**src/hdl/irg_pkg.sv**
```systemverilog
// ----------------------------------------------------------------------------
// irg_pkg
// Types, codes and helper functions shared by the ISAAC generator modules.
// ----------------------------------------------------------------------------
`default_nettype none

package irg_pkg;

    localparam logic [31:0] GOLDEN = 32'h9e3779b9;

    typedef enum logic [1:0] {
        FUNC_LOAD = 2'd0,
        FUNC_INIT = 2'd1,
        FUNC_DRAW = 2'd2
    } func_t;

    typedef enum logic [4:0] {
        ST_CLEAR,
        ST_IDLE,
        ST_INIT,
        ST_PREMIX,
        ST_FILL_MIX,
        ST_FILL_WR,
        ST_SP_RD,
        ST_SP_ADD,
        ST_SP_MIX,
        ST_SP_WR,
        ST_RND_C,
        ST_RND_B,
        ST_RND_RD0,
        ST_RND_X,
        ST_RND_A,
        ST_RND_Y,
        ST_RND_RDY,
        ST_RND_BW,
        ST_RND_END,
        ST_DRAW_CHK,
        ST_DRAW_RD,
        ST_DRAW_OUT
    } state_t;

    typedef enum logic [1:0] {SMR_IDX, SMR_HALF, SMR_X, SMR_Y} sm_rd_sel_t;
    typedef enum logic {SMW_LANE, SMW_Y} sm_wr_sel_t;
    typedef enum logic {RBR_IDX, RBR_DRAW} rb_rd_sel_t;
    typedef enum logic [1:0] {RBW_SEED, RBW_ZERO, RBW_B} rb_wr_sel_t;
    typedef enum logic {ACC_RB, ACC_SM} acc_src_t;
    typedef enum logic [2:0] {
        RND_NONE, RND_INC_C, RND_ADD_B, RND_X, RND_A, RND_Y, RND_B
    } rnd_op_t;

    typedef struct packed {
        logic       init_regs;
        logic       mix_en;
        logic [2:0] mix_line;
        logic       acc_en;
        logic [2:0] acc_lane;
        acc_src_t   acc_src;
        logic       sm_rd_en;
        sm_rd_sel_t sm_rd_sel;
        logic       sm_wr_en;
        sm_wr_sel_t sm_wr_sel;
        logic       rb_rd_en;
        rb_rd_sel_t rb_rd_sel;
        logic       rb_wr_en;
        rb_wr_sel_t rb_wr_sel;
        rnd_op_t    rnd_op;
        logic       out_load;
    } dp_cmd_t;

    // Shift applied in one line of the eight-word mix.
    function automatic logic [31:0] mix_shift(input logic [2:0] line, input logic [31:0] v);
        logic [31:0] r;
        case (line)
            3'd0: r = v << 11;
            3'd1: r = v >> 2;
            3'd2: r = v << 8;
            3'd3: r = v >> 16;
            3'd4: r = v << 10;
            3'd5: r = v >> 4;
            3'd6: r = v << 8;
            3'd7: r = v >> 9;
            default: r = v;
        endcase
        return r;
    endfunction

    // Shift of the accumulator in one generation step, by step position mod 4.
    function automatic logic [31:0] rnd_shift(input logic [1:0] phase, input logic [31:0] a);
        logic [31:0] r;
        case (phase)
            2'd0: r = a << 13;
            2'd1: r = a >> 6;
            2'd2: r = a << 2;
            2'd3: r = a >> 16;
            default: r = a;
        endcase
        return r;
    endfunction

endpackage

`default_nettype wire

```
**src/hdl/irg_ctrl.sv**
```systemverilog
// ----------------------------------------------------------------------------
// irg_ctrl
// Sequencer for seed loads, initialization, buffer refills and draws.
// ----------------------------------------------------------------------------
`default_nettype none

module irg_ctrl #(
    parameter int SIZE_LOG = 8
) (
    input  wire logic                aclk,
    input  wire logic                aresetn,
    input  wire logic                s_valid,
    output logic                     s_ready,
    input  wire logic [1:0]          s_func,
    input  wire logic                s_use_seed,
    output logic                     m_valid,
    input  wire logic                m_ready,
    output irg_pkg::dp_cmd_t         cmd,
    output logic [SIZE_LOG-1:0]      idx,
    output logic [SIZE_LOG-1:0]      draw_addr
);

    localparam logic [SIZE_LOG-1:0] IDX_LAST  = {SIZE_LOG{1'b1}};
    localparam logic [SIZE_LOG-1:0] IDX_ONE   = SIZE_LOG'(1);
    localparam logic [SIZE_LOG-1:0] IDX_SEVEN = SIZE_LOG'(7);
    localparam logic [SIZE_LOG:0]   WL_FULL   = {1'b1, {SIZE_LOG{1'b0}}};
    localparam logic [SIZE_LOG:0]   WL_LAST   = {1'b0, {SIZE_LOG{1'b1}}};
    localparam logic [SIZE_LOG:0]   WL_ONE    = (SIZE_LOG+1)'(1);

    irg_pkg::state_t     state_reg, state_next;
    logic [SIZE_LOG-1:0] idx_reg, idx_next;
    logic [2:0]          line_reg, line_next;
    logic [1:0]          rep_reg, rep_next;
    logic                pass_reg, pass_next;
    logic                seeded_reg, seeded_next;
    logic                draw_reg, draw_next;
    logic                from_init_reg, from_init_next;
    logic                init_done_reg, init_done_next;
    logic [SIZE_LOG:0]   wl_reg, wl_next;
    logic                m_valid_reg, m_valid_next;

    always_ff @(posedge aclk) begin
        if (!aresetn) begin
            state_reg     <= irg_pkg::ST_CLEAR;
            idx_reg       <= '0;
            line_reg      <= '0;
            rep_reg       <= '0;
            pass_reg      <= 1'b0;
            seeded_reg    <= 1'b0;
            draw_reg      <= 1'b0;
            from_init_reg <= 1'b0;
            init_done_reg <= 1'b0;
            wl_reg        <= '0;
            m_valid_reg   <= 1'b0;
        end else begin
            state_reg     <= state_next;
            idx_reg       <= idx_next;
            line_reg      <= line_next;
            rep_reg       <= rep_next;
            pass_reg      <= pass_next;
            seeded_reg    <= seeded_next;
            draw_reg      <= draw_next;
            from_init_reg <= from_init_next;
            init_done_reg <= init_done_next;
            wl_reg        <= wl_next;
            m_valid_reg   <= m_valid_next;
        end
    end

    always_comb begin
        state_next     = state_reg;
        idx_next       = idx_reg;
        line_next      = line_reg;
        rep_next       = rep_reg;
        pass_next      = pass_reg;
        seeded_next    = seeded_reg;
        draw_next      = draw_reg;
        from_init_next = from_init_reg;
        init_done_next = init_done_reg;
        wl_next        = wl_reg;
        m_valid_next   = m_valid_reg && !m_ready;
        s_ready        = 1'b0;
        cmd            = '0;

        case (state_reg)
            irg_pkg::ST_CLEAR: begin
                cmd.rb_wr_en  = 1'b1;
                cmd.rb_wr_sel = irg_pkg::RBW_ZERO;
                idx_next      = idx_reg + IDX_ONE;
                if (idx_reg == IDX_LAST) begin
                    state_next = irg_pkg::ST_IDLE;
                end
            end
            irg_pkg::ST_IDLE: begin
                s_ready = 1'b1;
                if (s_valid) begin
                    case (s_func)
                        irg_pkg::FUNC_LOAD: begin
                            cmd.rb_wr_en  = 1'b1;
                            cmd.rb_wr_sel = irg_pkg::RBW_SEED;
                        end
                        irg_pkg::FUNC_INIT: begin
                            seeded_next = s_use_seed;
                            draw_next   = 1'b0;
                            state_next  = irg_pkg::ST_INIT;
                        end
                        irg_pkg::FUNC_DRAW: begin
                            if (!init_done_reg) begin
                                seeded_next    = 1'b1;
                                draw_next      = 1'b1;
                                init_done_next = 1'b1;
                                state_next     = irg_pkg::ST_INIT;
                            end else begin
                                state_next = irg_pkg::ST_DRAW_CHK;
                            end
                        end
                        default: begin
                        end
                    endcase
                end
            end
            irg_pkg::ST_INIT: begin
                cmd.init_regs = 1'b1;
                line_next     = '0;
                rep_next      = '0;
                idx_next      = '0;
                state_next    = irg_pkg::ST_PREMIX;
            end
            irg_pkg::ST_PREMIX: begin
                cmd.mix_en   = 1'b1;
                cmd.mix_line = line_reg;
                line_next    = line_reg + 3'd1;
                if (line_reg == 3'd7) begin
                    rep_next = rep_reg + 2'd1;
                    if (rep_reg == 2'd3) begin
                        state_next = irg_pkg::ST_FILL_MIX;
                    end
                end
            end
            irg_pkg::ST_FILL_MIX: begin
                cmd.mix_en   = 1'b1;
                cmd.mix_line = line_reg;
                line_next    = line_reg + 3'd1;
                if (line_reg == 3'd7) begin
                    state_next = irg_pkg::ST_FILL_WR;
                end
            end
            irg_pkg::ST_FILL_WR: begin
                cmd.sm_wr_en  = 1'b1;
                cmd.sm_wr_sel = irg_pkg::SMW_LANE;
                idx_next      = idx_reg + IDX_ONE;
                if (idx_reg[2:0] == 3'd7) begin
                    if (idx_reg == IDX_LAST) begin
                        pass_next = 1'b0;
                        if (seeded_reg) begin
                            state_next = irg_pkg::ST_SP_RD;
                        end else begin
                            from_init_next = 1'b1;
                            state_next     = irg_pkg::ST_RND_C;
                        end
                    end else begin
                        state_next = irg_pkg::ST_FILL_MIX;
                    end
                end
            end
            irg_pkg::ST_SP_RD: begin
                // Reads run ahead of the lane they are added into: each word is added in the cycle after its read.
                cmd.acc_src = pass_reg ? irg_pkg::ACC_SM : irg_pkg::ACC_RB;
                if (pass_reg) begin
                    cmd.sm_rd_en  = 1'b1;
                    cmd.sm_rd_sel = irg_pkg::SMR_IDX;
                end else begin
                    cmd.rb_rd_en  = 1'b1;
                    cmd.rb_rd_sel = irg_pkg::RBR_IDX;
                end
                if (idx_reg[2:0] != 3'd0) begin
                    cmd.acc_en   = 1'b1;
                    cmd.acc_lane = idx_reg[2:0] - 3'd1;
                end
                if (idx_reg[2:0] == 3'd7) begin
                    idx_next   = idx_reg & ~IDX_SEVEN;
                    state_next = irg_pkg::ST_SP_ADD;
                end else begin
                    idx_next = idx_reg + IDX_ONE;
                end
            end
            irg_pkg::ST_SP_ADD: begin
                cmd.acc_src  = pass_reg ? irg_pkg::ACC_SM : irg_pkg::ACC_RB;
                cmd.acc_en   = 1'b1;
                cmd.acc_lane = 3'd7;
                state_next   = irg_pkg::ST_SP_MIX;
            end
            irg_pkg::ST_SP_MIX: begin
                cmd.mix_en   = 1'b1;
                cmd.mix_line = line_reg;
                line_next    = line_reg + 3'd1;
                if (line_reg == 3'd7) begin
                    state_next = irg_pkg::ST_SP_WR;
                end
            end
            irg_pkg::ST_SP_WR: begin
                cmd.sm_wr_en  = 1'b1;
                cmd.sm_wr_sel = irg_pkg::SMW_LANE;
                idx_next      = idx_reg + IDX_ONE;
                if (idx_reg[2:0] == 3'd7) begin
                    if (idx_reg == IDX_LAST) begin
                        if (!pass_reg) begin
                            pass_next  = 1'b1;
                            state_next = irg_pkg::ST_SP_RD;
                        end else begin
                            from_init_next = 1'b1;
                            state_next     = irg_pkg::ST_RND_C;
                        end
                    end else begin
                        state_next = irg_pkg::ST_SP_RD;
                    end
                end
            end
            irg_pkg::ST_RND_C: begin
                cmd.rnd_op = irg_pkg::RND_INC_C;
                idx_next   = '0;
                state_next = irg_pkg::ST_RND_B;
            end
            irg_pkg::ST_RND_B: begin
                cmd.rnd_op = irg_pkg::RND_ADD_B;
                state_next = irg_pkg::ST_RND_RD0;
            end
            irg_pkg::ST_RND_RD0: begin
                cmd.sm_rd_en  = 1'b1;
                cmd.sm_rd_sel = irg_pkg::SMR_IDX;
                state_next    = irg_pkg::ST_RND_X;
            end
            irg_pkg::ST_RND_X: begin
                cmd.rnd_op    = irg_pkg::RND_X;
                cmd.sm_rd_en  = 1'b1;
                cmd.sm_rd_sel = irg_pkg::SMR_HALF;
                state_next    = irg_pkg::ST_RND_A;
            end
            irg_pkg::ST_RND_A: begin
                cmd.rnd_op    = irg_pkg::RND_A;
                cmd.sm_rd_en  = 1'b1;
                cmd.sm_rd_sel = irg_pkg::SMR_X;
                state_next    = irg_pkg::ST_RND_Y;
            end
            irg_pkg::ST_RND_Y: begin
                cmd.rnd_op    = irg_pkg::RND_Y;
                cmd.sm_wr_en  = 1'b1;
                cmd.sm_wr_sel = irg_pkg::SMW_Y;
                state_next    = irg_pkg::ST_RND_RDY;
            end
            irg_pkg::ST_RND_RDY: begin
                // The read follows the write, so it sees the new word when the
                // indirect address lands on the current entry.
                cmd.sm_rd_en  = 1'b1;
                cmd.sm_rd_sel = irg_pkg::SMR_Y;
                state_next    = irg_pkg::ST_RND_BW;
            end
            irg_pkg::ST_RND_BW: begin
                cmd.rnd_op    = irg_pkg::RND_B;
                cmd.rb_wr_en  = 1'b1;
                cmd.rb_wr_sel = irg_pkg::RBW_B;
                idx_next      = idx_reg + IDX_ONE;
                if (idx_reg == IDX_LAST) begin
                    state_next = irg_pkg::ST_RND_END;
                end else begin
                    state_next = irg_pkg::ST_RND_RD0;
                end
            end
            irg_pkg::ST_RND_END: begin
                if (from_init_reg) begin
                    from_init_next = 1'b0;
                    wl_next        = WL_FULL;
                    if (draw_reg) begin
                        draw_next  = 1'b0;
                        state_next = irg_pkg::ST_DRAW_CHK;
                    end else begin
                        state_next = irg_pkg::ST_IDLE;
                    end
                end else begin
                    wl_next    = WL_LAST;
                    state_next = irg_pkg::ST_DRAW_RD;
                end
            end
            irg_pkg::ST_DRAW_CHK: begin
                if (wl_reg == '0) begin
                    from_init_next = 1'b0;
                    state_next     = irg_pkg::ST_RND_C;
                end else begin
                    wl_next    = wl_reg - WL_ONE;
                    state_next = irg_pkg::ST_DRAW_RD;
                end
            end
            irg_pkg::ST_DRAW_RD: begin
                cmd.rb_rd_en  = 1'b1;
                cmd.rb_rd_sel = irg_pkg::RBR_DRAW;
                state_next    = irg_pkg::ST_DRAW_OUT;
            end
            irg_pkg::ST_DRAW_OUT: begin
                if (!m_valid_reg || m_ready) begin
                    cmd.out_load = 1'b1;
                    m_valid_next = 1'b1;
                    state_next   = irg_pkg::ST_IDLE;
                end
            end
            default: begin
                state_next = irg_pkg::ST_IDLE;
            end
        endcase
    end

    assign m_valid   = m_valid_reg;
    assign idx       = idx_reg;
    assign draw_addr = wl_reg[SIZE_LOG-1:0];

endmodule

`default_nettype wire

```
**config.mk**
```make
export PLATFORM = sky130hd
export DESIGN_NAME = irg_ctrl
export DESIGN_NICKNAME = d
export VERILOG_FILES = /design/src/hdl/irg_pkg.sv /design/src/hdl/irg_ctrl.sv
export SDC_FILE = /design/constraint.sdc
export NUM_CORES = 1
export LEC_CHECK = 0
export ABC_CLOCK_PERIOD_IN_PS = 2700
export BUFFER_PORTS_ARGS = -buffer_cell sky130_fd_sc_hd__buf_2
export CAP_MARGIN = 20
export CORE_ASPECT_RATIO = 1.4
export CORE_MARGIN = 8
export CORE_UTILIZATION = 40
export DETAILED_ROUTE_END_ITERATION = 6
export GPL_TIMING_DRIVEN = 0
export PLACE_DENSITY = 0.59
export SLEW_MARGIN = 30
export SYNTH_ARGS = -nofsm -noshare
export SYNTH_HDL_FRONTEND = slang
export SYNTH_SLANG_ARGS = --single-unit
```
**constraint.sdc**
```tcl
create_clock -name aclk -period 2.7 [get_ports aclk]
set_input_delay 0.675 -clock aclk [delete_from_list [all_inputs] [get_ports aclk]]
set_output_delay 0.675 -clock aclk [all_outputs]
set_load 0.03 [all_outputs]
```
## Word-level counts from Yosys, hierarchy flattened

Cells that the tools add are included.

| word-level totals | value |
|---|---|
| register bits after elaboration | 33 |
| output and inout bits | 42 |
| word-level logic and storage cells | 161 |

| cells by class | value |
|---|---|
| add/sub/neg operators | 5 |
| eq/ne operators | 48 |
| muxes and demuxes | 67 |
| reduce and logical (&&, ||, !) cells | 29 |

Operators by type and width:

| kind | count |
|---|---|
| $pmux W5 S22 | 1 |
| $mux W5 | 15 |
| $eq A5 B4 Y1 const B | 8 |
| $ne A2 B2 Y1 const B | 19 |
| $eq A5 B5 Y1 const B | 6 |
| $mux W4 | 6 |
| $pmux W8 S3 | 1 |
| $mux W1 | 21 |
| $eq A5 B3 Y1 const B | 4 |
| $pmux W5 S2 | 2 |
| $mux W9 | 2 |
| $pmux W3 S6 | 1 |
| $pmux W9 S2 | 1 |
| $pmux W3 S5 | 1 |
| $pmux W2 S2 | 3 |
| $reduce_bool A2 Y1 | 6 |
| $reduce_and A11 Y1 | 1 |
| $eq A5 B2 Y1 const B | 2 |
| $reduce_and A5 Y1 | 2 |
| $logic_not A9 Y1 | 1 |
| $mux W3 | 3 |
| $pmux W3 S3 | 1 |
| $sub A9 B1 Y9 const B | 1 |
| $add A8 B1 Y8 const B | 1 |
| 29 further kinds | 40 |

## Logic depth before layout (Yosys ltp)

| depth | value |
|---|---|
| depth after elaboration | 4 |
| mapped depth | 8 |
| depth with buffers taken out | 7 |

## Worst setup path after synthesis

Ideal clock, no wire load.

| timing | value |
|---|---|
| path type | flip-flop to output port |
| start point | register state_reg[1] |
| end point | output cmd[16] in the netlist's numbering |
| arrival | 2.043 ns |
| slack | -0.018 ns |
| cell stages (with the launch flop) | 7 |
| path buffers | 3 |
| cells stage by stage | dfxtp_1 buf_6 buf_2 buf_1 nand2_1 nor3_1 a21boi_0 |

RTL lines:

| what | line | text |
|---|---|---|
| start: declaration | irg_ctrl.sv:30 | `irg_pkg::state_t state_reg, state_next;` |
| start signal: assignment | irg_ctrl.sv:44 | `state_reg <= irg_pkg::ST_CLEAR;` |
| start signal: assignment | irg_ctrl.sv:56 | `state_reg <= state_next;` |
| end: declaration | irg_ctrl.sv:18 | `output irg_pkg::dp_cmd_t cmd,` |

==> flow_summary.yaml <==
run_status:
  status: "complete, no violations"
timing:
  fin_skew_ns: 0.00488
  finalHoldViolCount: 0
  slew_headroom: 0.635
  setup_violations: 0
  setup_tns_ns: 0
  timing.fmax_mhz: 385
  timing.final.max_slew_violations: 0
  finalCriticalPeriod_ns: 2.60
  max_slew.worst_pin.slew_ns: 0.548
  period_share: 0.963
global_routing:
  antenna_found_initial: 0
  grt_pass1_wl_um: 15100
  grt_start_max_net_pins: 11
  grt_usage: 0.193
  grt_pass1_vias: 3020
  grt_overflow: 0
detailed_routing:
  route.detailed.drc: 0
  highest_layer: "met4"
  wl_met3_um: 534
  postRouteAntennaNets: 0
  wire_per_inst_um: 18.6
  via_per_inst: 5.94
  drt-met1-wl_um: 3600
  drtIter0Drc: 209
  met2_length_um: 4720
  wl_um: 9300
  dr_total_vias: 2971
  firstDrtPassIters: 5
yosys:
  yosysUniqueCellTypes: 68
  synthArstFlopShare: 0
  synth.area.top_cells: "dfxtp_1, a21oi_1, nand2_1, ha_1, nor2_1"
  synthesis.area_mm2: 0.00272
  synth_edf_count: 0
  syn_nets: 386
  synth_top_area_share: 0.243
  ys_ff_latch: 33
  synth_area_leader_cell: "dfxtp_1"
  postSynthAreaPerCell_um2: 7.36
  yosysWarnings: 0
  netlist_instances: 370
  seq_area_frac_synth: 0.243
  ys.flop_type: "dfxtp_1"
setup_path:
  worstSetupStartpointType: "flop"
  setup.worst_path.end_class: "primary output"
  reg2reg_from: "idx[0]"
  crit_path_max_fanout: 10
  crit_path_start: "state_reg[4]"
  worstSetupPathType: "flop to primary output"
  worstPathArrival_ns: 1.93
  critical_path_required_ns: 2.03
clock_network:
  clock_latency_ns: 0.30
  cts_buffers: 5
  cts_tree: "done"
  cts_setup_buffers: 0
  clkTransAtPathRegs_ns: 0.07
  cts_num_sinks: 33
  cts_hold_buffers: 0
  cts_max_level: 2
  clockRootBuffer: "clkbuf_8"
  cts_resized: 10
  clockBufferDepth: 2
final_layout:
  final_cell_mix: "buf_2, a21oi_1, nand2_1, dfxtp_1, nor2_1"
  stdcell_count: 500
  largest_reg_flops: 9
  layout-drive-gt1-share: 0.242
  fin_area_mm2: 0.00325
  final_common_cell: "buf_2"
  fin_util: 0.495
  diodes: 0
  finalNetCount: 441
  syn_to_final_growth_pct: 19.3
power_and_ir_drop:
  powerDensity_mw_per_mm2: 326
  p_leak_uw: 0.00131
  ir_worst_vdd_uv: 216
floorplan:
  die_w_um: 85.7
  core_mm2: 0.00657
  fp.dieH_um: 114
  rows: 35
  start_util: 0.414
  dieArea_mm2: 0.00974
  num_io_pins: 49
place:
  dp_cells: 492
  dp_hpwl_um: 7190
  port_buffers: 48
  postPlaceCellArea_mm2: 0.00306
  gp_congestion: 0.911
min_path:
  worstHoldStart: "line_reg[2]"
  hold_class: "flop to flop"
flow_run:
  drv_cap: 0
## critical path, stage by stage (launching register included)
cell	delay, ns
dfxtp_1	0.38
clkbuf_4	0.24
or3b_4	0.45
nor2_1	0.17
a21oi_1	0.06
o32ai_1	0.13
buf_4	0.21
## final timing paths
check | slack [ns] | end | depth (start not counted)
max | 0.1 | cmd[13] | 6
min | 0.48 | line_reg[2] | 2
max reg2reg | 0.45 | pass_reg | 6
min reg2reg | 0.48 | line_reg[2] | 2
## per-stage QoR
| step | total power (µW) | hold WS [ns] | setup WS, ns |
|---|---|---|---|
| floorplan | 544 | 0.457 | -0.0181 |
| global placement | 565 | 0.471 | -0.0151 |
| detailed placement | 566 | 0.476 | -0.0341 |
| CTS | 1060 | 0.486 | 0.00855 |
| global route | 1100 | 0.511 | -0.00220 |
| finish | 1060 | 0.483 | 0.0992 |
## final cells by class
| type | count | area (µm²) |
|---|---|---|
| clock buffers | 7 | 86.3 |
| plain buffers | 30 | 226 |
| repair buffers | 48 | 253 |
| multi-input cells | 286 | 1820 |
| flip-flops and latches | 33 | 662 |
| fillers | 667 | 3320 |
| clock inverters | 1 | 30.0 |
| well taps | 74 | 92.6 |
| inverters | 21 | 78.8 |
## where the power goes
part           internal (µW)  switching, µW  total, µW
clock network            301            205        506
logic                   19.2           37.2       56.5
registers                490           7.55        498
## cell families (layout without fill, tap and decap cells)
| group | count (synthesis) | in the layout | share of synthesized area |
|---|---|---|---|
| AND/OR/NAND/NOR | 153 | 153 | 0.305 |
| flip-flops | 33 | 33 | 0.243 |
| AO/OA/AOI/OAI | 114 | 114 | 0.273 |
| buffers and inverters | 51 | 107 | 0.0993 |
| XOR/XNOR | 4 | 4 | 0.0156 |
| adder cells (fa/ha/maj) | 9 | 9 | 0.0414 |
| multiplexers | 6 | 6 | 0.0225 |
## synthesized netlist by cell type, types with 5 or more instances
cell and n:
a22oi_1 5, buf_4 8, nor2_1 29, o21ai_0 15, a31oi_1 5, buf_2 9
clkbuf_1 5, o22ai_1 6, ha_1 9, nand2b_1 8, dfxtp_1 33, or3_1 6
nand3_1 14, buf_6 5, and2_1 5, nor2b_1 11, nor3_1 15, o21ai_1 7
a21oi_1 36, nand2_1 34, mux2i_1 5, o31ai_1 5, inv_1 20
## per-layer routing
metal / vias to the layer above / global-route usage
met2: 111 / 0.348
met3: 35 / 0.0432
met5: - / 0
met4: 0 / 0.107
li1: 1435 / -
met1: 1390 / 0.201
Power figures use the tool's default switching activity.
